$ cat src/rtl/wlb_pkg.sv
// Shared constants, register codes and structs of the 3x3 window line buffer.
`timescale 1ns / 1ps

package wlb_pkg;

  localparam int MAX_WIDTH    = 256;
  localparam int CHANNELS     = 4;
  localparam int CHANNEL_BITS = 8;

  // One row bank holds a full padded row
  localparam int ROW_STRIDE = MAX_WIDTH + 2;
  localparam int COL_W      = $clog2(ROW_STRIDE);

  localparam int PIXEL_W    = 32;
  localparam int PIXEL_BITS = CHANNELS * CHANNEL_BITS;
  localparam logic [PIXEL_W-1:0] PIXEL_MASK =
    (PIXEL_BITS >= PIXEL_W) ? {PIXEL_W{1'b1}} : PIXEL_W'((64'd1 << PIXEL_BITS) - 64'd1);

  localparam int HEIGHT_W     = 11;
  localparam int WIDTH_W      = 9;
  localparam int GROUP_W      = 9;
  localparam int ROW_W        = 11;
  localparam int FRAME_W      = 8;
  localparam int SEL_W        = 2;
  localparam int HEIGHT_LIMIT = 1024;
  localparam int GROUP_LIMIT  = 256;

  localparam int APB_ADDR_W = 4;
  localparam int APB_DATA_W = 32;

  localparam logic [HEIGHT_W-1:0] HEIGHT_RESET = HEIGHT_W'(8);
  localparam logic [WIDTH_W-1:0]  WIDTH_RESET  = WIDTH_W'(8);
  localparam logic [GROUP_W-1:0]  GROUP_RESET  = GROUP_W'(1);

  // Row bank codes
  localparam logic [SEL_W-1:0] BANK_0 = 2'd0;
  localparam logic [SEL_W-1:0] BANK_1 = 2'd1;
  localparam logic [SEL_W-1:0] BANK_2 = 2'd2;
  localparam int NUM_BANKS = 3;

  typedef enum logic [1:0] {
    REG_HEIGHT = 2'd0,
    REG_WIDTH  = 2'd1,
    REG_GROUP  = 2'd2
  } reg_idx_e;

  typedef struct packed {
    logic [HEIGHT_W-1:0] height;
    logic [WIDTH_W-1:0]  width;
    logic [GROUP_W-1:0]  group_count;
  } cfg_t;

  // Per-beat control from the position counters
  typedef struct packed {
    logic [COL_W-1:0] col;
    logic [SEL_W-1:0] sel;
    logic             emit;
    logic             frame_last;
    logic             run_last;
  } item_ctrl_t;

  typedef logic [NUM_BANKS-1:0][PIXEL_W-1:0] bank_data_t;

endpackage

$ cat src/rtl/wlb_ctrl.sv
// Column, row, bank and frame counters of the 3x3 window line buffer.
`timescale 1ns / 1ps

module wlb_ctrl (
  input  logic                 clk_i,
  input  logic                 rst_ni,
  input  logic                 accept_i,
  input  wlb_pkg::cfg_t        cfg_i,
  output wlb_pkg::item_ctrl_t  item_o
);

  localparam int CW = wlb_pkg::COL_W;

  logic [CW-1:0]                 col_q, col_d;
  logic [wlb_pkg::ROW_W-1:0]     row_q, row_d;
  logic [wlb_pkg::SEL_W-1:0]     sel_q, sel_d;
  logic [wlb_pkg::FRAME_W-1:0]   frame_q, frame_d;

  logic [CW:0]                   cols;
  logic [CW:0]                   col_inc;
  logic [wlb_pkg::ROW_W:0]       rows;
  logic [wlb_pkg::ROW_W:0]       row_inc;
  logic [wlb_pkg::GROUP_W-1:0]   groups;
  logic [wlb_pkg::FRAME_W:0]     frame_inc;
  logic                          col_end;
  logic                          row_end;
  logic                          run_end;

  // Clamp the frame geometry to what the banks and counters hold
  assign cols = (32'(cfg_i.width) > 32'(wlb_pkg::MAX_WIDTH))
              ? (CW+1)'(wlb_pkg::MAX_WIDTH + 2)
              : (CW+1)'(cfg_i.width) + (CW+1)'(2);
  assign rows = (32'(cfg_i.height) > 32'(wlb_pkg::HEIGHT_LIMIT))
              ? (wlb_pkg::ROW_W+1)'(wlb_pkg::HEIGHT_LIMIT + 2)
              : (wlb_pkg::ROW_W+1)'(cfg_i.height) + (wlb_pkg::ROW_W+1)'(2);
  always_comb begin
    if (cfg_i.group_count == '0) begin
      groups = wlb_pkg::GROUP_W'(1);
    end else if (32'(cfg_i.group_count) > 32'(wlb_pkg::GROUP_LIMIT)) begin
      groups = wlb_pkg::GROUP_W'(wlb_pkg::GROUP_LIMIT);
    end else begin
      groups = cfg_i.group_count;
    end
  end

  assign col_inc   = {1'b0, col_q} + (CW+1)'(1);
  assign row_inc   = {1'b0, row_q} + (wlb_pkg::ROW_W+1)'(1);
  assign frame_inc = {1'b0, frame_q} + (wlb_pkg::FRAME_W+1)'(1);
  assign col_end   = col_inc >= cols;
  assign row_end   = row_inc >= rows;
  assign run_end   = frame_inc >= (wlb_pkg::FRAME_W+1)'(groups);

  // Describe the current beat
  assign item_o.col        = col_q;
  assign item_o.sel        = sel_q;
  assign item_o.emit       = (row_q > wlb_pkg::ROW_W'(1)) && (col_q > CW'(1));
  assign item_o.frame_last = col_end && row_end;
  assign item_o.run_last   = col_end && row_end && run_end;

  // Advance the position after each accepted beat
  always_comb begin
    col_d   = col_q;
    row_d   = row_q;
    sel_d   = sel_q;
    frame_d = frame_q;
    if (accept_i) begin
      if (!col_end) begin
        col_d = col_inc[CW-1:0];
      end else begin
        col_d = '0;
        if (row_end) begin
          row_d   = '0;
          sel_d   = wlb_pkg::BANK_0;
          frame_d = run_end ? '0 : frame_inc[wlb_pkg::FRAME_W-1:0];
        end else begin
          row_d = row_inc[wlb_pkg::ROW_W-1:0];
          sel_d = (sel_q == wlb_pkg::BANK_2) ? wlb_pkg::BANK_0 : sel_q + wlb_pkg::SEL_W'(1);
        end
      end
    end
  end

  always_ff @(posedge clk_i or negedge rst_ni) begin
    if (!rst_ni) begin
      col_q   <= '0;
      row_q   <= '0;
      sel_q   <= wlb_pkg::BANK_0;
      frame_q <= '0;
    end else begin
      col_q   <= col_d;
      row_q   <= row_d;
      sel_q   <= sel_d;
      frame_q <= frame_d;
    end
  end

endmodule

$ cat config.mk
export PLATFORM = sky130hd
export DESIGN_NAME = wlb_ctrl
export DESIGN_NICKNAME = d
export VERILOG_FILES = /design/src/rtl/wlb_pkg.sv /design/src/rtl/wlb_ctrl.sv
export SDC_FILE = /design/constraint.sdc
export NUM_CORES = 1
export LEC_CHECK = 0
export BUFFER_PORTS_ARGS = -buffer_cell sky130_fd_sc_hd__clkbuf_2
export CELL_PAD_IN_SITES_DETAIL_PLACEMENT = 1
export CELL_PAD_IN_SITES_GLOBAL_PLACEMENT = 1
export CORE_MARGIN = 2
export CORE_UTILIZATION = 43
export CTS_CLUSTER_SIZE = 16
export DETAILED_ROUTE_END_ITERATION = 10
export PLACE_DENSITY = 0.82
export SLEW_MARGIN = 10
export SYNTH_ARGS = -nofsm -noshare
export SYNTH_HDL_FRONTEND = slang
export SYNTH_SLANG_ARGS = --single-unit
$ cat constraint.sdc
create_clock -name clk_i -period 3.3 [get_ports clk_i]
set_input_delay 0.33 -clock clk_i [delete_from_list [all_inputs] [get_ports clk_i]]
set_output_delay 0.33 -clock clk_i [all_outputs]
set_load 0.01 [all_outputs]
=== After elaboration in Yosys (flattened, before gate mapping) ===
Index checks and enable logic that the tools add are counted.

* Word-level logic and storage cells: 34
* Memories kept: 0
* Memory bits (writable): 0
* Memory bits (read-only): 0
* Bits in latches: 0
* Output and inout port bits: 14
* Bits in registers: 30
* Input bits: 32

* Add/sub/neg operators: 6
* Multipliers: 0
* Bitwise logic cells: 0
* Order comparisons: 8
* Reductions and logical operators: 6
* Multiplexer cells: 9
* Shift-type cells: 0
* Equality and inequality tests: 1
* Div/mod/pow operators: 0

{| class="wikitable"
|+ Operators by type and width
! cell !! number
|-
| $mux 9 || 3
|-
| $gt 9x9->1 const B || 2
|-
| $add 11x1->12 const B || 1
|-
| $add 11x2->12 const B || 1
|-
| $ge 12x12->1 || 1
|-
| $mux 12 || 1
|-
| $gt 11x1->1 const B || 1
|-
| $gt 11x11->1 const B || 1
|-
| $mux 11 || 1
|-
| $add 9x1->10 const B || 1
|-
| $add 9x2->10 const B || 1
|-
| $ge 10x10->1 || 1
|-
| $mux 10 || 1
|-
| $add 8x1->9 const B || 1
|-
| $ge 9x9->1 || 1
|-
| $gt 9x1->1 const B || 1
|-
| $logic_not 9->1 || 1
|-
| $mux 8 || 1
|-
| $mux 2 || 2
|-
| $logic_and 1x1->1 || 3
|-
| $reduce_and 3->1 || 1
|-
| $add 2x1->2 const B || 1
|-
| $eq 2x2->1 const B || 1
|-
| $reduce_and 2->1 || 1
|}

=== Longest topological paths before layout ===
* Depth after elaboration: 5
* Depth in mapped cells: 14
* Depth with buffers taken out: 13

=== Worst setup path before layout ===
Ideal clock, no wire load.

* Kind: input to output
* Start point: in cfg_i[22] (netlist bit)
* End point: out item_o[0] (netlist bit)
* Buffers on the path: 0
* Arrival time: 2.841 ns
* Stages on the path: 10
* Required time: 2.970 ns
* Setup slack: 0.129 ns
* Cells stage by stage: or4_1 o41ai_4 nand2_1 ha_1 a21o_1 a21o_1 a211o_1 a21oi_4 nor2_1 and2_1

{| class="wikitable"
|+ RTL lines
! what !! RTL line !! source
|-
| start, declared || wlb_ctrl.sv:8 || <nowiki>input wlb_pkg::cfg_t cfg_i,</nowiki>
|-
| end, declared || wlb_ctrl.sv:9 || <nowiki>output wlb_pkg::item_ctrl_t item_o</nowiki>
|}

==> reports/results.tsv <==
metric	value	unit
status	finished with violations	
failed_checks	negative setup slack	
insertion_delay	300	ps
crit_path_end_kind	output pin	
cts-root-buf	clkbuf_8	
seq_area_frac_synth	25.9	%
synthesis.area	2900	um^2
fin_setup_tns	-48.4	ps
skew	9.48	ps
drc	0	
syn_avg_cell_area	8.05	um^2
via_count	3095	
cp_max_fo	6	
place_ws	-65.5	ps
fin_ws	-39.2	ps
layout_common_cells	64 x nand2_1, 45 x buf_4, 43 x clkbuf_2	
ys_warn_count	0	
cts_tree	built	
finalHoldViolCount	0	
pin_count	46	
layout_commonest_cell	nand2_1	
cts_buffers	5	
gp_congestion	0.806	
drt-total-wl	10.2	mm
reg2reg_depth	14	
worstMarginPinSlew	805	ps
synthMuxAreaShare	0.734	%
synth_top_flop_cell	dfrtp_1	
min_period_over_period	101	%
critPathKind	reg2out	
clkTransAtPathRegs	80	ps
hold_buffers	0	
power	0.00221	W
max_freq	0.299	GHz
final_nets	520	
syn_inst	360	
port_buffers	45	
fin_cells	528	
synth_edf_count	0	
area_growth	29.2	%
leakagePower	1.78	nW
clock_path_buffers	2	
row_count	29	
hpwl	6.47	mm
hp-class	in2async	
dieHeight	86.1	um
synth-xor-area-share	9.07	%
synthSimpleGateAreaFrac	27.4	%
wire_per_inst	19.2	um
period_minus_slack	3340	ps
start_kind	register	
maxCapViolations	0	
antenna_found_initial	0	
firstDrtPassIters	4	
crit_required	2970	ps
routed_via_density	5.86	
rsz0062_at_grt	yes	
dp.cells	500	
r2r-end	row_q[5]$_DFFE_PN0P_	
grt_util_all_layers	26.0	%
synth_compound_area_share	17.0	%
synth_fa_ha_area_share	16.4	%
synth-async-reset-ratio	100	%
grt_pass1_wl	15.4	mm
grt_max_degree	31	
fp.dieW	86.1	um
drive_gt1_share	28.4	%
peakVddDrop	191	uV
critPathArrivalTime	3010	ps
power_density	591	nW/um^2
rrSetupSlack	70	ps
holdWs	105	ps
setup_viol	2	
synth_top_family_by_area	simple AND/OR/NAND/NOR gates	
grt_pass1_vias	3240	
cts_num_sinks	30	
core	6420	um^2
grt-ovfl-total	0	
h-tree-depth	2	
die_area	7410	um^2
drt_iter0_markers	159	
regToRegStartpoint	col_q[0]$_DFFE_PN0P_	
maxSlewHeadroom	46.4	%
ys_types	51	
drv_slew	0	
antenna_left	0	
n_antenna_cell	0	
initial_core_util	45.1	%
synth-seq-cells	30	
crit_start	col_q[0]$_DFFE_PN0P_	
worst max-delay path by stage:
stage | end | slack (ps) | cells past startpoint
finish | item_o[0] | -40 | 13
detailed placement | item_o[0] | -70 | 12
global route | item_o[0] | -220 | 13
CTS | item_o[0] | 7 | 12
floorplan | item_o[0] | 130 | 10
global placement | item_o[0] | -20 | 12
cell families (layout without fill, tap and decap cells):
kind of cell | count (synthesis) | count (layout)
compound gates | 71 | 71
xor+xnor | 30 | 30
flops | 30 | 30
simple gates | 166 | 166
other cells | 1 | 2
fa+ha+maj | 38 | 38
buf+inv | 22 | 112
mux | 2 | 2
layout make-up:
class                           instances  area, um^2
Clock buffer                            6        72.6
Clock inverter                          2        37.5
Fill cell                             818        2680
Inverter                               12        45.0
Multi-Input combinational cell        309        2140
Sequential cell                        30         754
Tap cell                               77        96.3
Timing Repair Buffer                   92         592
synthesized netlist by cell type, types with 2 or more instances:
cell type	n	share of area, %
a211o_1	4	1.2
a211oi_1	5	1.3
a21o_1	3	0.78
a21oi_1	9	1.6
a221o_1	2	0.69
a31oi_1	3	0.65
and2_1	2	0.43
and3_1	4	0.86
buf_2	2	0.35
clkbuf_1	6	0.78
dfrtp_1	30	26
ha_1	38	16
inv_1	11	1.4
nand2_1	64	8.3
nand2b_1	8	1.7
nand3_1	21	3.6
nand4_1	8	1.7
nor2_1	29	3.8
nor2b_1	5	1.1
nor3_1	3	0.52
nor4_1	8	1.7
o21ai_0	27	4.7
o21ai_1	2	0.35
o22ai_1	3	0.65
o2bb2ai_1	3	0.91
or3_1	4	0.86
or4_1	4	1.0
xnor2_1	16	4.8
xor2_1	14	4.2
flip-flops by register name (all words and copies together), names as in the netlist:
register	cells
row_q	11
frame_q	8
sel_q	2
col_q	9
report_power, final:
part	internal, W	leakage (nW)	switching (W)
sequential	0.000462	0.370	0.000162
clock	0.000225	0.0514	0.000164
combinational	0.000529	1.36	0.000670
total	0.00122	1.78	0.000996
worst max-delay path, stage by stage, from the launching register on:
cell and delay, ps:
dfrtp_2 420, buf_6 150, nand2_1 120, nor2_4 150, and3_4 220, xor2_1 190, ha_1 280, a21oi_1 160
nor2_1 70, a2111o_1 450, nor2_2 170, nor2_2 60, and2_1 140, buf_2 130
through the flow:
step           utilization [%]  instance area, um^2
2_1_floorplan                -                 2900
3_3_place_gp              52.5                 3370
3_5_place_dp              52.5                 3370
4_1_cts                   55.4                 3560
5_1_grt                   58.3                 3740
6_report                  58.3                 3740
routing by layer:
layer | up-vias | share of wire [%] | global-route usage [%]
met3 | 29 | 4.0 | 3.95
met2 | 85 | 51 | 45.9
met1 | 1504 | 41 | 31.9
met5 | - | 0 | 0
met4 | 0 | 3.4 | 9.38
li1 | 1477 | - | -
what timing repair did:
action,CTS,global route
cloned,0,0
hold endpoints to repair,0,0
resized for setup,8,22
pin swaps,1,14
endpoints found under the setup margin,2,14
setup buffers,6,14
No activity file was read; power rests on OpenSTA's default activity.
