**src/rtl/wlb_pkg.sv**
```systemverilog
// Shared constants, register codes and structs of the 3x3 window line buffer.
`timescale 1ns / 1ps

package wlb_pkg;

  localparam int MAX_WIDTH    = 256;
  localparam int CHANNELS     = 4;
  localparam int CHANNEL_BITS = 8;

  // One row bank holds a full padded row
  localparam int ROW_STRIDE = MAX_WIDTH + 2;
  localparam int COL_W      = $clog2(ROW_STRIDE);

  localparam int PIXEL_W    = 32;
  localparam int PIXEL_BITS = CHANNELS * CHANNEL_BITS;
  localparam logic [PIXEL_W-1:0] PIXEL_MASK =
    (PIXEL_BITS >= PIXEL_W) ? {PIXEL_W{1'b1}} : PIXEL_W'((64'd1 << PIXEL_BITS) - 64'd1);

  localparam int HEIGHT_W     = 11;
  localparam int WIDTH_W      = 9;
  localparam int GROUP_W      = 9;
  localparam int ROW_W        = 11;
  localparam int FRAME_W      = 8;
  localparam int SEL_W        = 2;
  localparam int HEIGHT_LIMIT = 1024;
  localparam int GROUP_LIMIT  = 256;

  localparam int APB_ADDR_W = 4;
  localparam int APB_DATA_W = 32;

  localparam logic [HEIGHT_W-1:0] HEIGHT_RESET = HEIGHT_W'(8);
  localparam logic [WIDTH_W-1:0]  WIDTH_RESET  = WIDTH_W'(8);
  localparam logic [GROUP_W-1:0]  GROUP_RESET  = GROUP_W'(1);

  // Row bank codes
  localparam logic [SEL_W-1:0] BANK_0 = 2'd0;
  localparam logic [SEL_W-1:0] BANK_1 = 2'd1;
  localparam logic [SEL_W-1:0] BANK_2 = 2'd2;
  localparam int NUM_BANKS = 3;

  typedef enum logic [1:0] {
    REG_HEIGHT = 2'd0,
    REG_WIDTH  = 2'd1,
    REG_GROUP  = 2'd2
  } reg_idx_e;

  typedef struct packed {
    logic [HEIGHT_W-1:0] height;
    logic [WIDTH_W-1:0]  width;
    logic [GROUP_W-1:0]  group_count;
  } cfg_t;

  // Per-beat control from the position counters
  typedef struct packed {
    logic [COL_W-1:0] col;
    logic [SEL_W-1:0] sel;
    logic             emit;
    logic             frame_last;
    logic             run_last;
  } item_ctrl_t;

  typedef logic [NUM_BANKS-1:0][PIXEL_W-1:0] bank_data_t;

endpackage

```
**src/rtl/wlb_regs.sv**
```systemverilog
// APB configuration registers of the 3x3 window line buffer.
`timescale 1ns / 1ps

module wlb_regs (
  input  logic                              clk_i,
  input  logic                              rst_ni,
  input  logic                              psel,
  input  logic                              penable,
  input  logic                              pwrite,
  input  logic [wlb_pkg::APB_ADDR_W-1:0]    paddr,
  input  logic [wlb_pkg::APB_DATA_W-1:0]    pwdata,
  output logic [wlb_pkg::APB_DATA_W-1:0]    prdata,
  output logic                              pready,
  output wlb_pkg::cfg_t                     cfg_o
);

  wlb_pkg::cfg_t      cfg_q;
  logic               wr_en;
  wlb_pkg::reg_idx_e  idx;

  assign pready = 1'b1;
  assign wr_en  = psel && penable && pwrite;
  assign idx    = wlb_pkg::reg_idx_e'(paddr[3:2]);

  // Write the addressed register
  always_ff @(posedge clk_i or negedge rst_ni) begin
    if (!rst_ni) begin
      cfg_q.height      <= wlb_pkg::HEIGHT_RESET;
      cfg_q.width       <= wlb_pkg::WIDTH_RESET;
      cfg_q.group_count <= wlb_pkg::GROUP_RESET;
    end else if (wr_en) begin
      case (idx)
        wlb_pkg::REG_HEIGHT: cfg_q.height      <= pwdata[wlb_pkg::HEIGHT_W-1:0];
        wlb_pkg::REG_WIDTH:  cfg_q.width       <= pwdata[wlb_pkg::WIDTH_W-1:0];
        wlb_pkg::REG_GROUP:  cfg_q.group_count <= pwdata[wlb_pkg::GROUP_W-1:0];
        default: ;
      endcase
    end
  end

  // Return the addressed register
  always_comb begin
    case (idx)
      wlb_pkg::REG_HEIGHT: prdata = wlb_pkg::APB_DATA_W'(cfg_q.height);
      wlb_pkg::REG_WIDTH:  prdata = wlb_pkg::APB_DATA_W'(cfg_q.width);
      wlb_pkg::REG_GROUP:  prdata = wlb_pkg::APB_DATA_W'(cfg_q.group_count);
      default:             prdata = '0;
    endcase
  end

  assign cfg_o = cfg_q;

endmodule

```
**config.mk**
```make
export PLATFORM = sky130hd
export DESIGN_NAME = wlb_regs
export DESIGN_NICKNAME = d
export VERILOG_FILES = /design/src/rtl/wlb_pkg.sv /design/src/rtl/wlb_regs.sv
export SDC_FILE = /design/constraint.sdc
export NUM_CORES = 1
export LEC_CHECK = 0
export BUFFER_PORTS_ARGS = -buffer_cell sky130_fd_sc_hd__buf_2
export CAP_MARGIN = 20
export CORE_MARGIN = 2
export CORE_UTILIZATION = 37
export DETAILED_ROUTE_END_ITERATION = 10
export PLACE_DENSITY = 0.75
export SYNTH_ARGS = -nofsm -noshare
export SYNTH_HDL_FRONTEND = slang
export SYNTH_SLANG_ARGS = --single-unit
export TNS_END_PERCENT = 20
```
**constraint.sdc**
```tcl
create_clock -name clk_i -period 0.8 [get_ports clk_i]
set_input_delay 0.16 -clock clk_i [delete_from_list [all_inputs] [get_ports clk_i]]
set_output_delay 0.16 -clock clk_i [all_outputs]
set_load 0.05 [all_outputs]
```
Word level (Yosys, flattened, before mapping)
Cells that the tools add are included.

Flip-flop bits (word level): 29. Input bits: 41. Output and inout bits: 62.

Equality and inequality tests: 2. Muxes and demuxes: 1. Reduce and logical (&&, ||, !) cells: 6.

Operators by type and width (number): $pmux W11 S3 (1); $reduce_and A2 Y1 (3); $eq A2 B1 Y1 const B (1); $eq A2 B2 Y1 const B (1); $logic_and A1 B1 Y1 (2); $logic_not A2 Y1 (1).

Longest topological paths before layout
Gate-level depths: netlist of the first run.

Depth after elaboration: 3. Depth in mapped cells: 4.

Worst setup path before layout of the first run
OpenSTA, ideal clock, no wires.

Kind: reg-to-output. Start point: register cfg_q, in the netlist cfg_o[0]. End point: output prdata[0] (netlist name). Arrival time: 1.898 ns. Required time: 0.640 ns. Setup slack: -1.258 ns. Cell stages (with the launch flop): 3. Path buffers: 0. Path through: dfstp_2 mux2i_1 o21ai_0.

Word-level cells in the longest chain between the ends: 1.

RTL lines: start: declaration (line wlb_regs.sv:17) `wlb_pkg::cfg_t cfg_q;`; $pmux W11 S3 (line wlb_regs.sv:43) `case (idx)`; end: declaration (line wlb_regs.sv:12) `output logic [wlb_pkg::APB_DATA_W-1:0] prdata,`.

Every way passes these cells.

Worst setup path in the final report of the first run
Start point: register cfg_q, in the netlist cfg_o[21]. End point: output prdata[3] (netlist name).

Same word-level chain as after synthesis.

==> results of run 1 <==
logic make-up after synthesis:
family	synth area share (%)
mux	29.73
flops	47.75
buf+inv	13.02
simple gates	6.060
compound gates	2.948
other cells	0.4916
cells in the final DEF (no fill, tap or decap), drive strengths merged:
cell type	instances
conb	22
dfstp	3
nand2	9
clkbuf	7
o21ai	9
or3	1
nor2	1
and2	2
nor2b	1
buf	101
dfrtp	26
mux2	29
clkinv	1
dlygate4sd3	1
mux2i	9
nand3	1
nor3b	2
per-layer routing:
metal,wire [µm],vias up,global-route usage [%]
met5,0,-,0
met4,55,0,6.000
met3,292,7,4.770
met2,2218,65,33.01
met1,1763,643,25.50
li1,-,579,-
timing repair:
item | in CTS | in global routing
endpoints found under the setup margin | 69 | 69
setup buffers | 2 | 4
resized for setup | 119 | 27
endpoints found under the hold margin | 26 | 0
hold buffers | 1 | 0
pin swaps | 5 | 4
power groups by stage:
stage               Combinational [mW]  Sequential [mW]  Clock, mW
floorplan                         1.38             3.35          0
global placement                  3.69             2.07          0
detailed placement                3.73             2.08          0
CTS                               4.67             2.15       1.35
global route                      5.18             2.22       1.45
finish                            4.97             2.19       1.34
synth_stat cells:
cell type,count,area share (%)
sky130_fd_sc_hd__and2_1,2,0.82
sky130_fd_sc_hd__buf_1,1,0.25
sky130_fd_sc_hd__or3_4,1,0.74
sky130_fd_sc_hd__buf_6,1,0.74
sky130_fd_sc_hd__clkbuf_1,1,0.25
sky130_fd_sc_hd__nor2b_1,1,0.41
sky130_fd_sc_hd__nor2_1,1,0.25
sky130_fd_sc_hd__nor3b_1,2,0.98
sky130_fd_sc_hd__conb_1,2,0.49
sky130_fd_sc_hd__mux2i_1,9,5.9
sky130_fd_sc_hd__dfrtp_1,26,43
sky130_fd_sc_hd__dfstp_2,3,5.2
sky130_fd_sc_hd__mux2_2,19,14
sky130_fd_sc_hd__nand3_2,1,0.66
sky130_fd_sc_hd__mux2_4,10,9.8
sky130_fd_sc_hd__buf_4,22,11
sky130_fd_sc_hd__buf_2,3,0.98
sky130_fd_sc_hd__o21ai_0,9,2.9
sky130_fd_sc_hd__nand2_1,9,2.2
per-stage QoR:
step                      cells  setup WS, ns  area, µm²  hold WS, ns  setup TNS (ns)
final                       275       -0.5481       2873       0.1193          -18.50
after global routing        275       -0.5884       2873       0.1259          -20.58
after CTS                   272       -0.5647       2738       0.1129          -18.01
after detailed placement    261       -0.5130       2191       0.1255          -19.83
after global placement      261       -0.5153       2191       0.1205          -19.72
after floorplan             143       -0.5520       1728      -0.1356          -13.19
area by class of cell:
class                   instances  area, µm²
fillers                       263       1127
repair buffers                102       1047
multi-input cells              86      917.1
flip-flops and latches         29      744.5
clock buffers                   7      96.34
well taps                      50      62.56
clock inverters                 1      5.005
worst max path at each step:
stage | start | to | slack, ns | cells past startpoint
global route | cfg_o[21]$_DFFE_PN1P_ | prdata[3] | -0.59 | 3
finish | cfg_o[21]$_DFFE_PN1P_ | prdata[3] | -0.55 | 3
detailed placement | paddr[2] | cfg_o[1]$_DFFE_PN0P_ | -0.51 | 5
floorplan | cfg_o[0]$_DFFE_PN1P_ | prdata[0] | -0.55 | 2
global placement | paddr[2] | cfg_o[1]$_DFFE_PN0P_ | -0.52 | 5
CTS | cfg_o[21]$_DFFE_PN1P_ | prdata[3] | -0.56 | 3
==> impl_metrics.toml, run 1 <==
[run_status]
status = "complete, but fails checks"
violations = "setup timing"

[worst_hold_path]
timing.hold.worst.class = "input pin to flop"
min_to = "cfg_o[27]$_DFFE_PN0P_"
min-delay-start = "pwdata[9]"
worst_hold_path.num_cells = 2

[logic_synthesis]
yosys_warn_count = 0
yosysUniqueCellTypes = 19
syn_avg_cell_area_um2 = 12.42
synth_sequential_area_ratio_pct = 47.75
syn_inst = 123
postSynthRegisterBits = 29
netlist_area_um2 = 1528

[power]
sequentialPowerShare_pct = 25.8
power_leakage_nw = 1.359
power.net_switching_mw = 3.619
p_int_mw = 4.887
power.share.clock_pct = 15.7
max-vdd-ir-drop_uv = 2076
switching_share_pct = 42.55
power_per_cell_area_nw_per_um2 = 2961
power.share.combinational_pct = 58.5
design_power_total_mw = 8.506

[drt]
drt_pre_antenna_iters = 4
ant_nets = 0
drt-initial-drc-count = 24
remaining_drc_errors = 0
via_per_inst = 4.705
postRouteWirelength_um = 4330
avgRoutedWirePerCell_um = 15.75
count_of_vias_placed_by_the_detailed_router = 1294

[setup_path]
critical_path.max_fanout = 2
worstSetupPathType = "flop to primary output"
worstReg2RegEnd = "cfg_o[19]$_DFFE_PN0P_"
worst_path_max_delay_cell = "sky130_fd_sc_hd__dfstp_2"
worstPathCellList = "mux2i_2, o21ai_4, buf_6"
critPathArrivalTime_ns = 1.19
reg2regPathDepth = 3
critical_path.top_delay_family = "flip-flops"
start_kind = "flop"
critical_path_buffer_and_inverter_count = 1
timing.critical_path.to_type = "primary output"
launching_point_of_the_worst_reg2reg_path = "cfg_o[19]$_DFFE_PN0P_"
setup.reg_to_reg.worst_slack_ns = -0.25
cp_slowest_stage_delay_ns = 0.54
crit_required_ns = 0.64

[clock_network]
worst_skew_pair.late_latency_ns = 0.28
h-tree-depth = 2
cts_tree = "done"
cts.sinks = 29
clkSlewWorstSetupHoldPaths_ns = 0.06
clock_tree.buffer_depth = 2
clock_tree.root_cell = "sky130_fd_sc_hd__clkbuf_8"
cts-buffers-inserted = 5

[place]
place.port_buffers = 57
dp.final_hpwl_um = 2790
gp_congestion = 0.7480

[sta]
final_critical_path_setup_slack_ns = -0.5481
final_min_period_over_clock_period_pct = 168.5
hold_violations = 0
grt_setup_unrepaired = "yes"
fmax_ghz = 0.7418
worst_clock_skew_ns = 0
finalWorstPathRequiredPeriod_ns = 1.348
report.final.setup_viol = 69
timing.final.max_slew_violations = 0

[layout]
finalNetCount = 265
fin_util_pct = 71.82
drive_above_1_share_pct = 78.67
area.growth.synth_to_final_pct = 88.04
insertedDiodeCount = 0
flip_flop_count_of_the_largest_register_after_layout = 29

[floorplanning]
floorplan.initialDensity_pct = 38.19
die_area_um2 = 4659
fp.coreArea_um2 = 4000
dieWidth_um = 68.26
std_cell_rows = 23
top_level_i_o_count = 103
die_height_um = 68.26

[global_route]
number_of_global_route_vias_before_repair = 1276
maximum_number_of_pins_on_one_net_before_global_route_repair = 30
antenna_violations_before_repair = 0
grt_pass1_wl_um = 6603
track_usage_pct = 19.83
globalRoute.totalOverflow = 0

[run]
cap_viol_max_count = 0
(Power assumes the default switching activity.)
==> run 2: changes to the inputs <==
--- a/config.mk
+++ b/config.mk
@@ -5,6 +5,7 @@
 export SDC_FILE = /design/constraint.sdc
 export NUM_CORES = 1
 export LEC_CHECK = 0
+export ABC_AREA = 1
 export BUFFER_PORTS_ARGS = -buffer_cell sky130_fd_sc_hd__buf_2
 export CAP_MARGIN = 20
 export CORE_MARGIN = 2
==> run 2 against run 1 <==
  * The run still ends with setup timing left
  * First-iteration DRC count grew to 3.0 times the previous value
  * Sequential power down 4%
  * Cell area down 8.4%
  * Largest cell class unchanged
==> impl_metrics.toml, run 2 <==
[power]
sequentialPowerShare_pct = 29.5
power.share.combinational_pct = 53.0
power_leakage_nw = 1.416
power.share.clock_pct = 17.5
power_per_cell_area_nw_per_um2 = 2697
p_int_mw = 3.938
switching_share_pct = 44.51
max-vdd-ir-drop_uv = 1340
power.net_switching_mw = 3.159

[clock_network]
cts-buffers-inserted = 5
cts.sinks = 29
h-tree-depth = 2
clock_tree.root_cell = "sky130_fd_sc_hd__clkbuf_8"
worst_skew_pair.late_latency_ns = 0.28
cts_tree = "done"
clock_tree.buffer_depth = 2
clkSlewWorstSetupHoldPaths_ns = 0.06

[drt]
avgRoutedWirePerCell_um = 13.20
ant_nets = 0
drt_pre_antenna_iters = 4
drt-initial-drc-count = 71
count_of_vias_placed_by_the_detailed_router = 1534
postRouteWirelength_um = 4553
via_per_inst = 4.446
remaining_drc_errors = 0

[layout]
commonest_cells_after_routing_fill_and_taps_aside = "sky130_fd_sc_hd__nand2_1 (99), sky130_fd_sc_hd__buf_6 (32), sky130_fd_sc_hd__buf_4 (29)"
drive_above_1_share_pct = 57.29
area.sequential_um2 = 760.7
finalNetCount = 335
flip_flop_count_of_the_largest_register_after_layout = 29
most_frequent_standard_cell_in_the_layout_excluding_fill_and_tap_cells = "sky130_fd_sc_hd__nand2_1"
area.growth.synth_to_final_pct = 72.38
layout.filler_cells = 320
insertedDiodeCount = 0
multi_input_area_um2 = 820.8

[setup_path]
start_kind = "flop"
critPathArrivalTime_ns = 1.13
worstSetupPathType = "flop to primary output"
reg2regPathDepth = 4
critical_path.max_fanout = 2
crit_required_ns = 0.64
timing.critical_path.to_type = "primary output"

[logic_synthesis]
synthMostInstantiatedCell = "sky130_fd_sc_hd__nand2_1"
synth_enable_flop_cells = 0
synth_top_cell_area_share_pct = 42.62
yosys_most_used_dff = "sky130_fd_sc_hd__dfrtp_1"
syn_avg_cell_area_um2 = 7.632
synth_sequential_area_ratio_pct = 47.79
synth_top_cells_by_area = "sky130_fd_sc_hd__dfrtp_1 (43%), sky130_fd_sc_hd__nand2_1 (29%), sky130_fd_sc_hd__buf_4 (11%)"
syn_inst = 200
netlist_area_um2 = 1526
yosysUniqueCellTypes = 15
synth.largest_area_cell = "sky130_fd_sc_hd__dfrtp_1"
asyncSetResetFlopFracSynth_pct = 100.0
yosys_warn_count = 0
postSynthRegisterBits = 29
ys_top_cells_by_count = "sky130_fd_sc_hd__nand2_1 (116), sky130_fd_sc_hd__dfrtp_1 (26), sky130_fd_sc_hd__buf_4 (23)"

[sta]
report.final.setup_viol = 43
hold_violations = 0
worst_clock_skew_ns = 0
worst_hold_slack_ns = 0.07574
post_route_setup_tns_ns = -13.46
final_min_period_over_clock_period_pct = 160.8
timing.final.max_slew_violations = 0
final_critical_path_setup_slack_ns = -0.4865
fmax_ghz = 0.7773
grt_setup_unrepaired = "yes"
finalWorstPathRequiredPeriod_ns = 1.286

[floorplanning]
std_cell_rows = 23
die_area_um2 = 4655
fp.coreArea_um2 = 3971
die_height_um = 68.23
top_level_i_o_count = 103
dieWidth_um = 68.23
floorplan.initialDensity_pct = 38.44

[place]
dp.final_hpwl_um = 2875
gp_congestion = 0.7760
place.port_buffers = 57

[global_route]
maximum_number_of_pins_on_one_net_before_global_route_repair = 30
globalRoute.totalOverflow = 0
track_usage_pct = 19.99
number_of_global_route_vias_before_repair = 1435
antenna_violations_before_repair = 0
grt_pass1_wl_um = 6658

[worst_hold_path]
worst_hold_path.num_cells = 3
timing.hold.worst.class = "input pin to flop"

[run]
cap_viol_max_count = 0

[run_status]
violations = "setup timing"
status = "complete, but fails checks"
## run 2: kinds of logic (layout without fill, tap and decap cells)
logic type | count (synthesis) | after routing | synth area share [%]
AND/OR/NAND/NOR | 138 | 138 | 38.36
other | 2 | 22 | 0.4920
flip-flops | 29 | 29 | 47.79
buffers and inverters | 31 | 106 | 13.36
## run 2: through the flow
step | cells | area, µm² | setup slack (ns) | power (mW) | util [%]
global placement | 325 | 2148 | -0.4511 | 4.977 | 54.10
finish | 345 | 2631 | -0.4865 | 7.097 | 66.26
floorplan | 220 | 1775 | -0.3228 | 4.275 | -
CTS | 335 | 2542 | -0.4637 | 6.904 | 64.02
detailed placement | 325 | 2148 | -0.4626 | 5.019 | 54.10
global route | 345 | 2631 | -0.5065 | 7.396 | 66.26
## run 2: cell type report
type,count,area share [%]
clock buffers,8,3.424
flip-flops and latches,29,28.91
multi-input cells,160,31.19
well taps,50,2.378
inverters,7,1.094
repair buffers,91,33.00
## run 2: routing by layer
layer / global-route usage, % / wire, µm / vias up
li1: - / - / 752
met2: 35.92 / 2508 / 54
met3: 3.454 / 192 / 10
met1: 23.13 / 1757 / 718
met5: 0 / 0 / -
met4: 8.750 / 95 / 0
## run 2: power groups by stage
stage | sequential (mW) | combinational (mW) | clock [mW]
2_1_floorplan | 3.18 | 1.10 | 0
6_report | 2.10 | 3.76 | 1.24
5_1_grt | 2.13 | 3.96 | 1.31
4_1_cts | 2.11 | 3.55 | 1.24
3_5_place_dp | 2.09 | 2.93 | 0
3_3_place_gp | 2.07 | 2.90 | 0
## run 2: final timing paths
path / start / slack, ns / to
max in group asynchronous: rst_ni / 0.18 / cfg_o[0]$_DFFE_PN1P_
worst min-delay path: pwdata[10] / 0.08 / cfg_o[28]$_DFFE_PN0P_
min in group asynchronous: rst_ni / 0.39 / cfg_o[27]$_DFFE_PN0P_
worst min register to register: cfg_o[11]$_DFFE_PN0P_ / 0.51 / cfg_o[11]$_DFFE_PN0P_
worst max-delay path: cfg_o[12]$_DFFE_PN1P_ / -0.49 / prdata[3]
worst max register to register: cfg_o[12]$_DFFE_PN1P_ / -0.13 / cfg_o[12]$_DFFE_PN1P_
## run 2: worst max-delay path, stage by stage (launching register included)
cell	delay, ns
sky130_fd_sc_hd__dfstp_2	0.56
sky130_fd_sc_hd__nand2_2	0.08
sky130_fd_sc_hd__nand3_4	0.06
sky130_fd_sc_hd__buf_8	0.14
## run 2: timing repair
action / 4_1_cts / 5_1_grt
pin swaps: 6 / 4
cloned: 0 / 0
resized for setup: 91 / 4
setup endpoints to repair: 47 / 54
hold buffers: 1 / 0
buffers inserted: 1 / 10
endpoints found under the hold margin: 26 / 0
