===== config.mk =====
export PLATFORM = sky130hd
export DESIGN_NAME = wlb_window
export DESIGN_NICKNAME = d
export VERILOG_FILES = /design/src/rtl/wlb_pkg.sv /design/src/rtl/wlb_window.sv
export SDC_FILE = /design/constraint.sdc
export NUM_CORES = 1
export LEC_CHECK = 0
export ABC_CLOCK_PERIOD_IN_PS = 20100
export BUFFER_PORTS_ARGS = -buffer_cell sky130_fd_sc_hd__buf_4
export CAP_MARGIN = 20
export CELL_PAD_IN_SITES_DETAIL_PLACEMENT = 1
export CELL_PAD_IN_SITES_GLOBAL_PLACEMENT = 1
export CORE_MARGIN = 2
export CORE_UTILIZATION = 35
export CTS_CLUSTER_SIZE = 8
export DETAILED_ROUTE_END_ITERATION = 10
export PLACE_DENSITY = 0.75
export SLEW_MARGIN = 5
export SYNTH_ARGS = -nofsm -noshare
export SYNTH_HDL_FRONTEND = slang
export SYNTH_SLANG_ARGS = --single-unit

===== constraint.sdc =====
create_clock -name clk_i -period 20.1 [get_ports clk_i]
set_clock_uncertainty 0.2 [all_clocks]
set_input_delay 1.005 -clock clk_i [delete_from_list [all_inputs] [get_ports clk_i]]
set_output_delay 1.005 -clock clk_i [all_outputs]
set_load 0.05 [all_outputs]

===== src/rtl/wlb_pkg.sv =====
// Shared constants, register codes and structs of the 3x3 window line buffer.
`timescale 1ns / 1ps

package wlb_pkg;

  localparam int MAX_WIDTH    = 256;
  localparam int CHANNELS     = 4;
  localparam int CHANNEL_BITS = 8;

  // One row bank holds a full padded row
  localparam int ROW_STRIDE = MAX_WIDTH + 2;
  localparam int COL_W      = $clog2(ROW_STRIDE);

  localparam int PIXEL_W    = 32;
  localparam int PIXEL_BITS = CHANNELS * CHANNEL_BITS;
  localparam logic [PIXEL_W-1:0] PIXEL_MASK =
    (PIXEL_BITS >= PIXEL_W) ? {PIXEL_W{1'b1}} : PIXEL_W'((64'd1 << PIXEL_BITS) - 64'd1);

  localparam int HEIGHT_W     = 11;
  localparam int WIDTH_W      = 9;
  localparam int GROUP_W      = 9;
  localparam int ROW_W        = 11;
  localparam int FRAME_W      = 8;
  localparam int SEL_W        = 2;
  localparam int HEIGHT_LIMIT = 1024;
  localparam int GROUP_LIMIT  = 256;

  localparam int APB_ADDR_W = 4;
  localparam int APB_DATA_W = 32;

  localparam logic [HEIGHT_W-1:0] HEIGHT_RESET = HEIGHT_W'(8);
  localparam logic [WIDTH_W-1:0]  WIDTH_RESET  = WIDTH_W'(8);
  localparam logic [GROUP_W-1:0]  GROUP_RESET  = GROUP_W'(1);

  // Row bank codes
  localparam logic [SEL_W-1:0] BANK_0 = 2'd0;
  localparam logic [SEL_W-1:0] BANK_1 = 2'd1;
  localparam logic [SEL_W-1:0] BANK_2 = 2'd2;
  localparam int NUM_BANKS = 3;

  typedef enum logic [1:0] {
    REG_HEIGHT = 2'd0,
    REG_WIDTH  = 2'd1,
    REG_GROUP  = 2'd2
  } reg_idx_e;

  typedef struct packed {
    logic [HEIGHT_W-1:0] height;
    logic [WIDTH_W-1:0]  width;
    logic [GROUP_W-1:0]  group_count;
  } cfg_t;

  // Per-beat control from the position counters
  typedef struct packed {
    logic [COL_W-1:0] col;
    logic [SEL_W-1:0] sel;
    logic             emit;
    logic             frame_last;
    logic             run_last;
  } item_ctrl_t;

  typedef logic [NUM_BANKS-1:0][PIXEL_W-1:0] bank_data_t;

endpackage


===== src/rtl/wlb_window.sv =====
// Window stage: column shift registers, window assembly and the output register.
`timescale 1ns / 1ps

module wlb_window (
  input  logic                          clk_i,
  input  logic                          rst_ni,
  input  logic                          load_i,
  input  logic [wlb_pkg::PIXEL_W-1:0]   pixel_i,
  input  wlb_pkg::item_ctrl_t           item_i,
  input  wlb_pkg::bank_data_t           bank_data_i,
  output logic                          busy_o,
  input  logic                          stall_i,
  output logic                          valid_o,
  output logic [wlb_pkg::PIXEL_W-1:0]   top_left_o,
  output logic [wlb_pkg::PIXEL_W-1:0]   top_mid_o,
  output logic [wlb_pkg::PIXEL_W-1:0]   top_right_o,
  output logic [wlb_pkg::PIXEL_W-1:0]   mid_left_o,
  output logic [wlb_pkg::PIXEL_W-1:0]   centre_o,
  output logic [wlb_pkg::PIXEL_W-1:0]   mid_right_o,
  output logic [wlb_pkg::PIXEL_W-1:0]   bottom_left_o,
  output logic [wlb_pkg::PIXEL_W-1:0]   bottom_mid_o,
  output logic [wlb_pkg::PIXEL_W-1:0]   bottom_right_o,
  output logic                          frame_last_o,
  output logic                          run_last_o
);

  localparam int PW = wlb_pkg::PIXEL_W;

  // Stage holding the beat whose bank reads are in flight
  logic                       a_valid_q;
  logic [PW-1:0]              a_px_q;
  logic [wlb_pkg::SEL_W-1:0]  a_sel_q;
  logic                       a_emit_q;
  logic                       a_frame_last_q;
  logic                       a_run_last_q;

  logic [PW-1:0]              lc_q [6];
  logic [PW-1:0]              top_px;
  logic [PW-1:0]              mid_px;

  logic                       o_valid_q;
  logic [PW-1:0]              o_px_q [9];
  logic                       o_frame_last_q;
  logic                       o_run_last_q;

  logic                       o_free;
  logic                       a_go;

  assign o_free = !o_valid_q || !stall_i;
  assign a_go   = a_valid_q && (!a_emit_q || o_free);
  assign busy_o = a_valid_q && !a_go;

  // Pick the two older rows relative to the bank being written
  always_comb begin
    case (a_sel_q)
      wlb_pkg::BANK_0: begin
        top_px = bank_data_i[1];
        mid_px = bank_data_i[2];
      end
      wlb_pkg::BANK_1: begin
        top_px = bank_data_i[2];
        mid_px = bank_data_i[0];
      end
      wlb_pkg::BANK_2: begin
        top_px = bank_data_i[0];
        mid_px = bank_data_i[1];
      end
      default: begin
        top_px = bank_data_i[1];
        mid_px = bank_data_i[2];
      end
    endcase
  end

  // Track occupancy of both stages
  always_ff @(posedge clk_i or negedge rst_ni) begin
    if (!rst_ni) begin
      a_valid_q <= 1'b0;
      o_valid_q <= 1'b0;
    end else begin
      if (load_i) begin
        a_valid_q <= 1'b1;
      end else if (a_go) begin
        a_valid_q <= 1'b0;
      end
      if (a_go && a_emit_q) begin
        o_valid_q <= 1'b1;
      end else if (!stall_i) begin
        o_valid_q <= 1'b0;
      end
    end
  end

  // Capture the accepted beat
  always_ff @(posedge clk_i) begin
    if (load_i) begin
      a_px_q         <= pixel_i;
      a_sel_q        <= item_i.sel;
      a_emit_q       <= item_i.emit;
      a_frame_last_q <= item_i.frame_last;
      a_run_last_q   <= item_i.run_last;
    end
  end

  // Shift the left columns of every window row
  always_ff @(posedge clk_i) begin
    if (a_go) begin
      lc_q[0] <= lc_q[1];
      lc_q[1] <= top_px;
      lc_q[2] <= lc_q[3];
      lc_q[3] <= mid_px;
      lc_q[4] <= lc_q[5];
      lc_q[5] <= a_px_q;
    end
  end

  // Load the window into the output register
  always_ff @(posedge clk_i) begin
    if (a_go && a_emit_q) begin
      o_px_q[0]      <= lc_q[0];
      o_px_q[1]      <= lc_q[1];
      o_px_q[2]      <= top_px;
      o_px_q[3]      <= lc_q[2];
      o_px_q[4]      <= lc_q[3];
      o_px_q[5]      <= mid_px;
      o_px_q[6]      <= lc_q[4];
      o_px_q[7]      <= lc_q[5];
      o_px_q[8]      <= a_px_q;
      o_frame_last_q <= a_frame_last_q;
      o_run_last_q   <= a_run_last_q;
    end
  end

  assign valid_o        = o_valid_q;
  assign top_left_o     = o_px_q[0];
  assign top_mid_o      = o_px_q[1];
  assign top_right_o    = o_px_q[2];
  assign mid_left_o     = o_px_q[3];
  assign centre_o       = o_px_q[4];
  assign mid_right_o    = o_px_q[5];
  assign bottom_left_o  = o_px_q[6];
  assign bottom_mid_o   = o_px_q[7];
  assign bottom_right_o = o_px_q[8];
  assign frame_last_o   = o_frame_last_q;
  assign run_last_o     = o_run_last_q;

endmodule


=== Word level (Yosys, flattened, before mapping) ===
Memory sizes are Yosys's and may differ from the RTL's.
Index checks and enable logic that the tools add are counted.

* Bits in registers: 41
* Word-level logic and storage cells: 34
* Memories kept: 2
* Latch bits: 0
* Bits in read-only memories: 0
* Output and inout bits: 292
* RAM bits: 480
* Input bits: 146

* Reduce and logical (&&, ||, !) cells: 10
* Order comparisons: 0
* Mux-type cells: 10
* Bitwise logic cells: 0
* Equality and inequality tests: 3
* Shift operators: 0
* Multipliers: 0
* $add $sub $neg: 0
* Div/mod/pow operators: 0

{| class="wikitable"
|+ Memory list
! name !! words !! width !! read ports !! clocked after Yosys merged registers in !! write ports !! RTL line !! text
|-
| o_px_q || 9 || 32 || 9 || 0 || 9 || wlb_window.sv:42 || <nowiki>logic [PW-1:0] o_px_q [9];</nowiki>
|-
| lc_q || 6 || 32 || 6 || 0 || 6 || wlb_window.sv:37 || <nowiki>logic [PW-1:0] lc_q [6];</nowiki>
|}

{| class="wikitable"
|+ Operator list
! operator !! number
|-
| case mux 32 bit (2 select lines) || 2
|-
| two-way mux 1 bit || 8
|-
| logical NOT 1 bit || 4
|-
| logical AND 1 bit || 3
|-
| equality test 2 x 1 -> 1 bit (second input constant) || 1
|-
| equality test 2 bit (second input constant) || 1
|-
| logical OR 1 bit || 2
|-
| inequality test 2 x 1 -> 1 bit (second input constant) || 1
|-
| nonzero test 2 bit || 1
|}

=== Logic depth before layout (Yosys ltp) ===
Gate-level depths: netlist (run 1).

* Word-level depth: 7
* Gate-level depth with buffers: 6

=== Worst setup path before layout (run 1) ===
OpenSTA, ideal clock, no wires.

* Path kind: in2reg
* Start: in stall_i
* End: reg o_frame_last_q (netlist: frame_last_o) (enable)
* Arrival time: 14912 ps
* Data required time: 18861 ps
* Stages on the path: 1
* Path slack: 3949 ps
* Cell sequence: a21oi_1

* Longest elaborated chain between the ends: 5

{| class="wikitable"
|+ RTL lines
! what !! RTL line !! text
|-
| from (decl) || wlb_window.sv:12 || <nowiki>input logic stall_i,</nowiki>
|-
| logical NOT 1 bit || - ||
|-
| logical OR 1 bit || wlb_window.sv:49 || <nowiki>assign o_free = !o_valid_q || !stall_i;</nowiki>
|-
| logical OR 1 bit || wlb_window.sv:50 || <nowiki>assign a_go = a_valid_q && (!a_emit_q || o_free);</nowiki>
|-
| logical AND 1 bit || wlb_window.sv:50 ||
|-
| logical AND 1 bit || wlb_window.sv:119 || <nowiki>if (a_go && a_emit_q) begin</nowiki>
|-
| to (signal assigned) || wlb_window.sv:129 || <nowiki>o_frame_last_q <= a_frame_last_q;</nowiki>
|-
| to (decl) || wlb_window.sv:43 || <nowiki>logic o_frame_last_q;</nowiki>
|}

No other way between the ends.
A chain may end at the register's enable or synchronous reset.

==> results.cfg, run 1 <==
[floorplanning]
design.die.area_mm2 = 0.05029
placement_rows = 80
ioPinCount = 438
area_of_the_core_mm2 = 0.04785
initial_utilization = 0.3549
chipWidth_um = 224.3
die_h_um = 224.3

[place]
placed_cell_area_mm2 = 0.02086
hpwl_um = 29600
gpl_wtd_cong = 0.7767
place.port_buffers = 428

[final_layout]
syn_to_final_growth_pct = 35.06
final_cell_mix = sky130_fd_sc_hd__edfxtp_1, sky130_fd_sc_hd__buf_4, sky130_fd_sc_hd__clkbuf_16, sky130_fd_sc_hd__nand2_1, sky130_fd_sc_hd__o21ai_1
finish.instance_area_mm2 = 0.02293
finalNetCount = 1388
final_core_util = 0.4793
multiInputGateArea_mm2 = 0.001161
post_route_cells_drive_above_1_share = 0.4197
fill_cells = 4495
seqCellArea_mm2 = 0.01564
mostFrequentLayoutCell = sky130_fd_sc_hd__edfxtp_1

[cts]
cts_post_setup_buffers_inserted = 0
ctsResizeCount = 0
cts_tree = done
numClockSinks = 521
clkLatencyLatePin_ns = 0.60
ctsHtreeMaxLevel = 3
worst_setup_hold_path_clk_slew_ns = 0.05
max-clock-path-buffers = 3
number_of_buffers_created_by_cts = 75
clock-root-buffer = sky130_fd_sc_hd__clkbuf_16

[synthesis]
synth.cell_area_mm2 = 0.01698
seq_area_frac_synth = 0.9208
syn_nets = 901
postSynthCellCount = 753
synth.ff_latch_count = 521
synth.lib_cells_used.distinct = 16
synth_warnings = 0
synth_area_per_cell_um2 = 22.55

[timing]
layout_min_cycle_time_ns = 3.634
timing.final.setup_violations = 0
fin_tns_setup_ns = 0
unrepaired_setup_endpoints_after_global_routing = false
relSlewSlack = 0.2959
max_freq_mhz = 275.2
final_hold_viol_count = 0
tightest_slew_ns = 1.056
slew_viol_final = 0
period_share = 0.1808

[min_path]
hold_path.class = flip-flop to flip-flop

[run]
cap_violations = 0

[routing]
drtPass1Iterations = 4
drtAntennaViolNets = 0
drt_iter0_markers = 537
detail_route.wirelength_um = 44040
dr_total_vias = 8947
wl_per_cell_um = 23.50
drcViolationCount = 0
avgViaCountPerCell = 4.774

[power_and_ir_drop]
power_switching_share = 0.2564
p_sw_uw = 720.7
share_seq_of_total_power = 0.486
comb_power_frac = 0.118
power_leakage_nw = 8.501
internal-power_mw = 2.090
maximum_ir_drop_on_the_vdd_rail_v = 0.00006408
total_power_mw = 2.811
total_power_density_per_cell_area_mw_per_mm2 = 122.6
clock_power_share = 0.397

[global_route]
all_layer_gr_usage = 0.1731
antenna_violations_before_repair = 1
maximum_number_of_pins_on_one_net_before_global_route_repair = 79
grt_pass1_wl_um = 63430
overflow = 0
first_global_vias = 9759

[setup_path]
critPathRequiredTime_ns = 20.11
endpoint_kind = flip-flop
critPathLaunchType = flip-flop
worst-endpoint-arrival_ns = 3.64
crit_type = flip-flop to flip-flop
crit_fanout = 78

[status]
status = complete, no violations
-- layer usage --
layer  GRT usage  vias to the layer above  share of wire
met5           0                        -              0
li1            -                     3973              -
met1      0.1924                     4504           0.37
met2      0.2995                      371           0.52
met4     0.09421                        0          0.045
met3     0.05108                       99          0.068
-- critical path: stages (launching register included) --
cell and delay [ns]:
sky130_fd_sc_hd__edfxtp_1 0.39, sky130_fd_sc_hd__nand2_1 0.15, sky130_fd_sc_hd__a21oi_4 0.61, sky130_fd_sc_hd__buf_4 0.81, sky130_fd_sc_hd__buf_4 0.91
-- synthesized netlist by cell type --
cell,n,area share
sky130_fd_sc_hd__inv_1,3,0.00066
sky130_fd_sc_hd__o21ai_0,3,0.00088
sky130_fd_sc_hd__dfrtp_1,2,0.0029
sky130_fd_sc_hd__a22oi_2,4,0.0029
sky130_fd_sc_hd__nand2_1,67,0.015
sky130_fd_sc_hd__a21oi_1,1,0.00029
sky130_fd_sc_hd__o21bai_1,1,0.00044
sky130_fd_sc_hd__o21ai_1,61,0.018
sky130_fd_sc_hd__buf_4,7,0.0031
sky130_fd_sc_hd__buf_2,12,0.0035
sky130_fd_sc_hd__buf_6,9,0.0060
sky130_fd_sc_hd__edfxtp_1,519,0.92
sky130_fd_sc_hd__a22oi_1,60,0.027
sky130_fd_sc_hd__nor2_1,1,0.00022
sky130_fd_sc_hd__ha_1,2,0.0015
sky130_fd_sc_hd__a31oi_1,1,0.00037
-- power groups by stage --
| stage | logic, mW | clock network, mW | registers, mW |
|---|---|---|---|
| final | 0.330 | 1.11 | 1.37 |
| after global routing | 0.346 | 1.18 | 1.37 |
| after detailed placement | 0.333 | 0 | 1.39 |
| after global placement | 0.325 | 0 | 1.37 |
| after floorplan | 0.0660 | 0 | 1.55 |
| after CTS | 0.335 | 1.15 | 1.37 |
-- sequential cells by signal, summed over array words and instances, names as in the netlist --
register and count:
a_emit_q 1, a_frame_last_q 1, a_px_q 32, a_run_last_q 1, a_sel_q 2, a_valid_q 1, frame_last_o 1, lc_q 192
o_px_q 288, run_last_o 1, valid_o 1
-- cell type report --
type	count	area share
clock buffers	86	0.08457
diodes	1	0.0001091
multi-input cells	201	0.05063
inverters	3	0.0004910
well taps	615	0.03355
clock inverters	9	0.005401
flip-flops and latches	521	0.6818
repair buffers	438	0.1435
-- path summary, 6_finish.rpt --
| path | end | slack [ns] | cells past startpoint | startpoint |
|---|---|---|---|---|
| worst max-delay path | o_px_q[0][146] | 16.47 | 4 | a_emit_q |
| worst min-delay path | o_px_q[0][105] | 0.21 | 0 | lc_q[2][9] |
| worst max register to register | o_px_q[0][146] | 16.47 | 4 | a_emit_q |
| worst min register to register | o_px_q[0][105] | 0.21 | 0 | lc_q[2][9] |
| max in group asynchronous | a_valid_q | 19.06 | 2 | rst_ni |
| min in group asynchronous | valid_o | 0.55 | 2 | rst_ni |
-- repair_timing --
action / in CTS / in global routing
hold endpoints to repair: 2 / 0
hold buffers: 1 / 0
setup endpoints to repair: 0 / 0
-- cell families (layout without fill, tap and decap cells) --
logic type / after synthesis / count (layout) / synth area share
adders and majority gates: 2 / 2 / 0.001473
and+or+nand+nor: 68 / 68 / 0.01503
other: 0 / 1 / 0
buffers and inverters: 31 / 536 / 0.01326
DFF: 521 / 521 / 0.9208
AOI/OAI and AO/OA: 131 / 131 / 0.04944
-- stage by stage --
| step | hold slack (ns) | std cells | setup WS [ns] |
|---|---|---|---|
| after floorplan | 0.2003 | 753 | 3.949 |
| after global placement | 0.2003 | 1777 | 15.96 |
| after detailed placement | 0.2061 | 1777 | 15.87 |
| after CTS | 0.2131 | 1873 | 16.45 |
| after global routing | 0.2161 | 1874 | 16.19 |
| final | 0.2137 | 1874 | 16.47 |
No activity file was read; power rests on OpenSTA's default activity.
==> run 2, diff against run 1 <==
- ABC_AREA: not set -> 1
- ABC_CLOCK_PERIOD_IN_PS: 20100 -> 3250
- PLACE_DENSITY: 0.75 -> 0.78
- clock period: 20.1 -> 3.25 ns (I/O delays scaled with it)
==> run 2 against run 1 <==
The run now ends with negative hold slack left; maximum frequency increased by 30%; critical path depth increased by 4; critical path type unchanged; hold slack got worse by 0.24 ns; largest power group unchanged; first-iteration DRC count increased by 26%; sequential power increased to 6.2 times the previous value; combinational power increased to 7.4 times the previous value.
==> results.cfg, run 2 <==
[status]
status = finished with violations
failing_checks = negative hold slack

[routing]
dr_total_vias = 10840
drtAntennaViolNets = 0
avgViaCountPerCell = 4.728
drtPass1Iterations = 6
drcViolationCount = 0
drt_iter0_markers = 678
detail_route.wirelength_um = 53500
wl_per_cell_um = 23.33

[power_and_ir_drop]
total_power_density_per_cell_area_mw_per_mm2 = 710.0
p_sw_mw = 4.790
internal-power_mw = 13.09
comb_power_frac = 0.136
power_switching_share = 0.2679
total_power_mw = 17.88
share_seq_of_total_power = 0.474
maximum_ir_drop_on_the_vdd_rail_v = 0.0005645
power_leakage_nw = 10.05
clock_power_share = 0.390

[final_layout]
mostFrequentLayoutCell = sky130_fd_sc_hd__edfxtp_1
finalNetCount = 1759
post_route_cells_drive_above_1_share = 0.3286
post_layout_nonfiller_instances = 2293
seqCellArea_mm2 = 0.01564
largest_register_ffs = 288
final_cell_mix = sky130_fd_sc_hd__edfxtp_1, sky130_fd_sc_hd__buf_4, sky130_fd_sc_hd__nand2_1, sky130_fd_sc_hd__dlygate4sd3_1, sky130_fd_sc_hd__clkbuf_16
multiInputGateArea_mm2 = 0.001530
fill_cells = 4701
finish.instance_area_mm2 = 0.02518
syn_to_final_growth_pct = 44.62
regMostFlops = o_px_q
final_core_util = 0.5134
biggestRegsByFlops = o_px_q x288, lc_q x192, a_px_q x32

[place]
post-place-cells = 2030
hpwl_um = 31550
placed_cell_area_mm2 = 0.02145
gpl_wtd_cong = 0.7958
place.port_buffers = 428
dpl_worst_slack_ns = 1.053

[timing]
period_share = 0.8585
tightest_slew_ns = 0.7551
unrepaired_setup_endpoints_after_global_routing = false
fin_tns_setup_ns = 0
final_hold_viol_count = 2
max_freq_mhz = 358.4
slew_viol_final = 0
postLayoutSetupSlackWorst_ns = 0.4599
relSlewSlack = 0.4966
hold-worst-slack_ns = -0.02756
timing.final.setup_violations = 0
layout_min_cycle_time_ns = 2.790

[global_route]
all_layer_gr_usage = 0.2036
overflow = 0
antenna_violations_before_repair = 1
maximum_number_of_pins_on_one_net_before_global_route_repair = 111
first_global_vias = 11930
grt_pass1_wl_um = 76540

[synthesis]
synth_most_common_cell = sky130_fd_sc_hd__edfxtp_1
synth_area_per_cell_um2 = 18.37
synth.cell_area_mm2 = 0.01741
syn_nets = 1096
ys_dominant_reg_cell = sky130_fd_sc_hd__edfxtp_1
synth.top_cell.area_share = 0.8950
synth-edff-count = 519
synthTopCellsByArea = sky130_fd_sc_hd__edfxtp_1, sky130_fd_sc_hd__nand2_1, sky130_fd_sc_hd__clkbuf_8
synth.lib_cells_used.distinct = 12
synthArstFlopShare = 0.003839
synth.ff_latch_count = 521
dominant_cell_type_by_area_after_synthesis = sky130_fd_sc_hd__edfxtp_1
synth_common_cells = sky130_fd_sc_hd__edfxtp_1, sky130_fd_sc_hd__nand2_1, sky130_fd_sc_hd__buf_4
seq_area_frac_synth = 0.8979
postSynthCellCount = 948
synth_warnings = 0

[min_path]
holdCritStartpoint = bank_data_i[16]
hold_path_end = o_px_q[0][80]
hold-path-cell-count = 5
hold_path.class = input pin to flip-flop

[cts]
clkLatencyLatePin_ns = 0.60
ctsHtreeMaxLevel = 3
clock-root-buffer = sky130_fd_sc_hd__clkbuf_16
worst_setup_hold_path_clk_slew_ns = 0.05
max-clock-path-buffers = 3
number_of_buffers_created_by_cts = 75
cts_post_setup_buffers_inserted = 0
ctsResizeCount = 0
numClockSinks = 521
cts_tree = done

[setup_path]
worst_path_most_repeated_cell = sky130_fd_sc_hd__nand2_1
endpoint_kind = flip-flop
worst-endpoint-arrival_ns = 3.02
crit_type = flip-flop to flip-flop
number_of_cells_on_the_worst_reg_to_reg_path = 8
critPathLaunchType = flip-flop
cp_slowest_stage_delay_ns = 0.63
cp_top_family = buffers and inverters
worst_path_max_delay_cell = sky130_fd_sc_hd__dlygate4sd3_1
worstPathCellList = inv_1, ha_4, buf_4, nand2_1, nand2_1, nand2_1, nand2_1, dlygate4sd3_1
crit_fanout = 46
reg2reg_from = a_sel_q[0]
setup_slack_on_the_worst_flop_to_flop_path_ns = 0.46
worst_path_buf_inv = 3
critical_path.reg2reg.endpoint = lc_q[1][22]
critPathRequiredTime_ns = 3.48

[floorplanning]
initial_utilization = 0.3550
area_of_the_core_mm2 = 0.04905
ioPinCount = 438
die_h_um = 227.1
chipWidth_um = 227.1
design.die.area_mm2 = 0.05155
placement_rows = 81

[run]
cap_violations = 0
## run 2: cell count changes in the layout (fill, tap and decap cells not counted), sizes merged, moves of 2 or more
cell / before / now
nand2: 67 / 388
dlygate4sd3: 1 / 168
a22oi: 64 / 0
o21ai: 64 / 0
buf: 437 / 445
clkinv: 6 / 9
clkinvlp: 0 / 2
nand3: 0 / 2
## run 2: cells by family (layout without fill, tap and decap cells)
group                    count (synthesis)  after routing  share of synthesized area
buffers and inverters                   34            714                    0.01609
flip-flops                             521            521                     0.8979
adder cells (fa/ha/maj)                  2              2                   0.001437
AND/OR/NAND/NOR                        391            391                    0.08457
other                                    0              1                          0
## run 2: worst register-to-register path: stages (launching register included)
cell and delay (ns):
sky130_fd_sc_hd__edfxtp_1 0.43, sky130_fd_sc_hd__inv_1 0.13, sky130_fd_sc_hd__ha_4 0.59, sky130_fd_sc_hd__buf_4 0.34
sky130_fd_sc_hd__nand2_1 0.09, sky130_fd_sc_hd__nand2_1 0.08, sky130_fd_sc_hd__nand2_1 0.06, sky130_fd_sc_hd__nand2_1 0.09
sky130_fd_sc_hd__dlygate4sd3_1 0.63
## run 2: layer usage
| layer | GRT usage | wire length, um | vias to the layer above |
|---|---|---|---|
| li1 | - | - | 4706 |
| met1 | 0.2259 | 19230 | 5458 |
| met2 | 0.3618 | 27680 | 569 |
| met3 | 0.06234 | 4741 | 108 |
| met4 | 0.08708 | 1845 | 0 |
| met5 | 0 | 0 | - |
## run 2: power by group through the flow
stage	combinational (mW)	sequential (mW)	clock, mW
2_1_floorplan	0.453	9.41	0
3_3_place_gp	2.09	8.50	0
3_5_place_dp	2.16	8.57	0
4_1_cts	2.40	8.46	7.01
5_1_grt	2.54	8.52	7.36
6_report	2.43	8.48	6.97
## run 2: timing repair
| action | in CTS | in global routing |
|---|---|---|
| endpoints found under the setup margin | 0 | 0 |
| hold buffers | 168 | 0 |
| hold endpoints to repair | 206 | 0 |
## run 2: area by class of cell
type / instances / share of cell area
Sequential cell: 521 / 0.6209
Timing Repair Buffer: 613 / 0.2024
Clock buffer: 85 / 0.07602
Multi-Input combinational cell: 393 / 0.06076
Tap cell: 664 / 0.03299
Clock inverter: 9 / 0.005465
Inverter: 7 / 0.001341
Antenna cell: 1 / 0.00009937
## run 2: worst max-delay path by stage
stage                     startpoint             end  cells after the start
after global routing      a_sel_q[0]     lc_q[1][22]                      8
after CTS                 a_sel_q[0]     lc_q[3][24]                      8
final                     a_sel_q[0]     lc_q[1][22]                      8
after detailed placement  a_sel_q[0]  o_px_q[0][184]                      7
after global placement    a_sel_q[0]     lc_q[1][16]                      6
after floorplan              valid_o    frame_last_o                      3
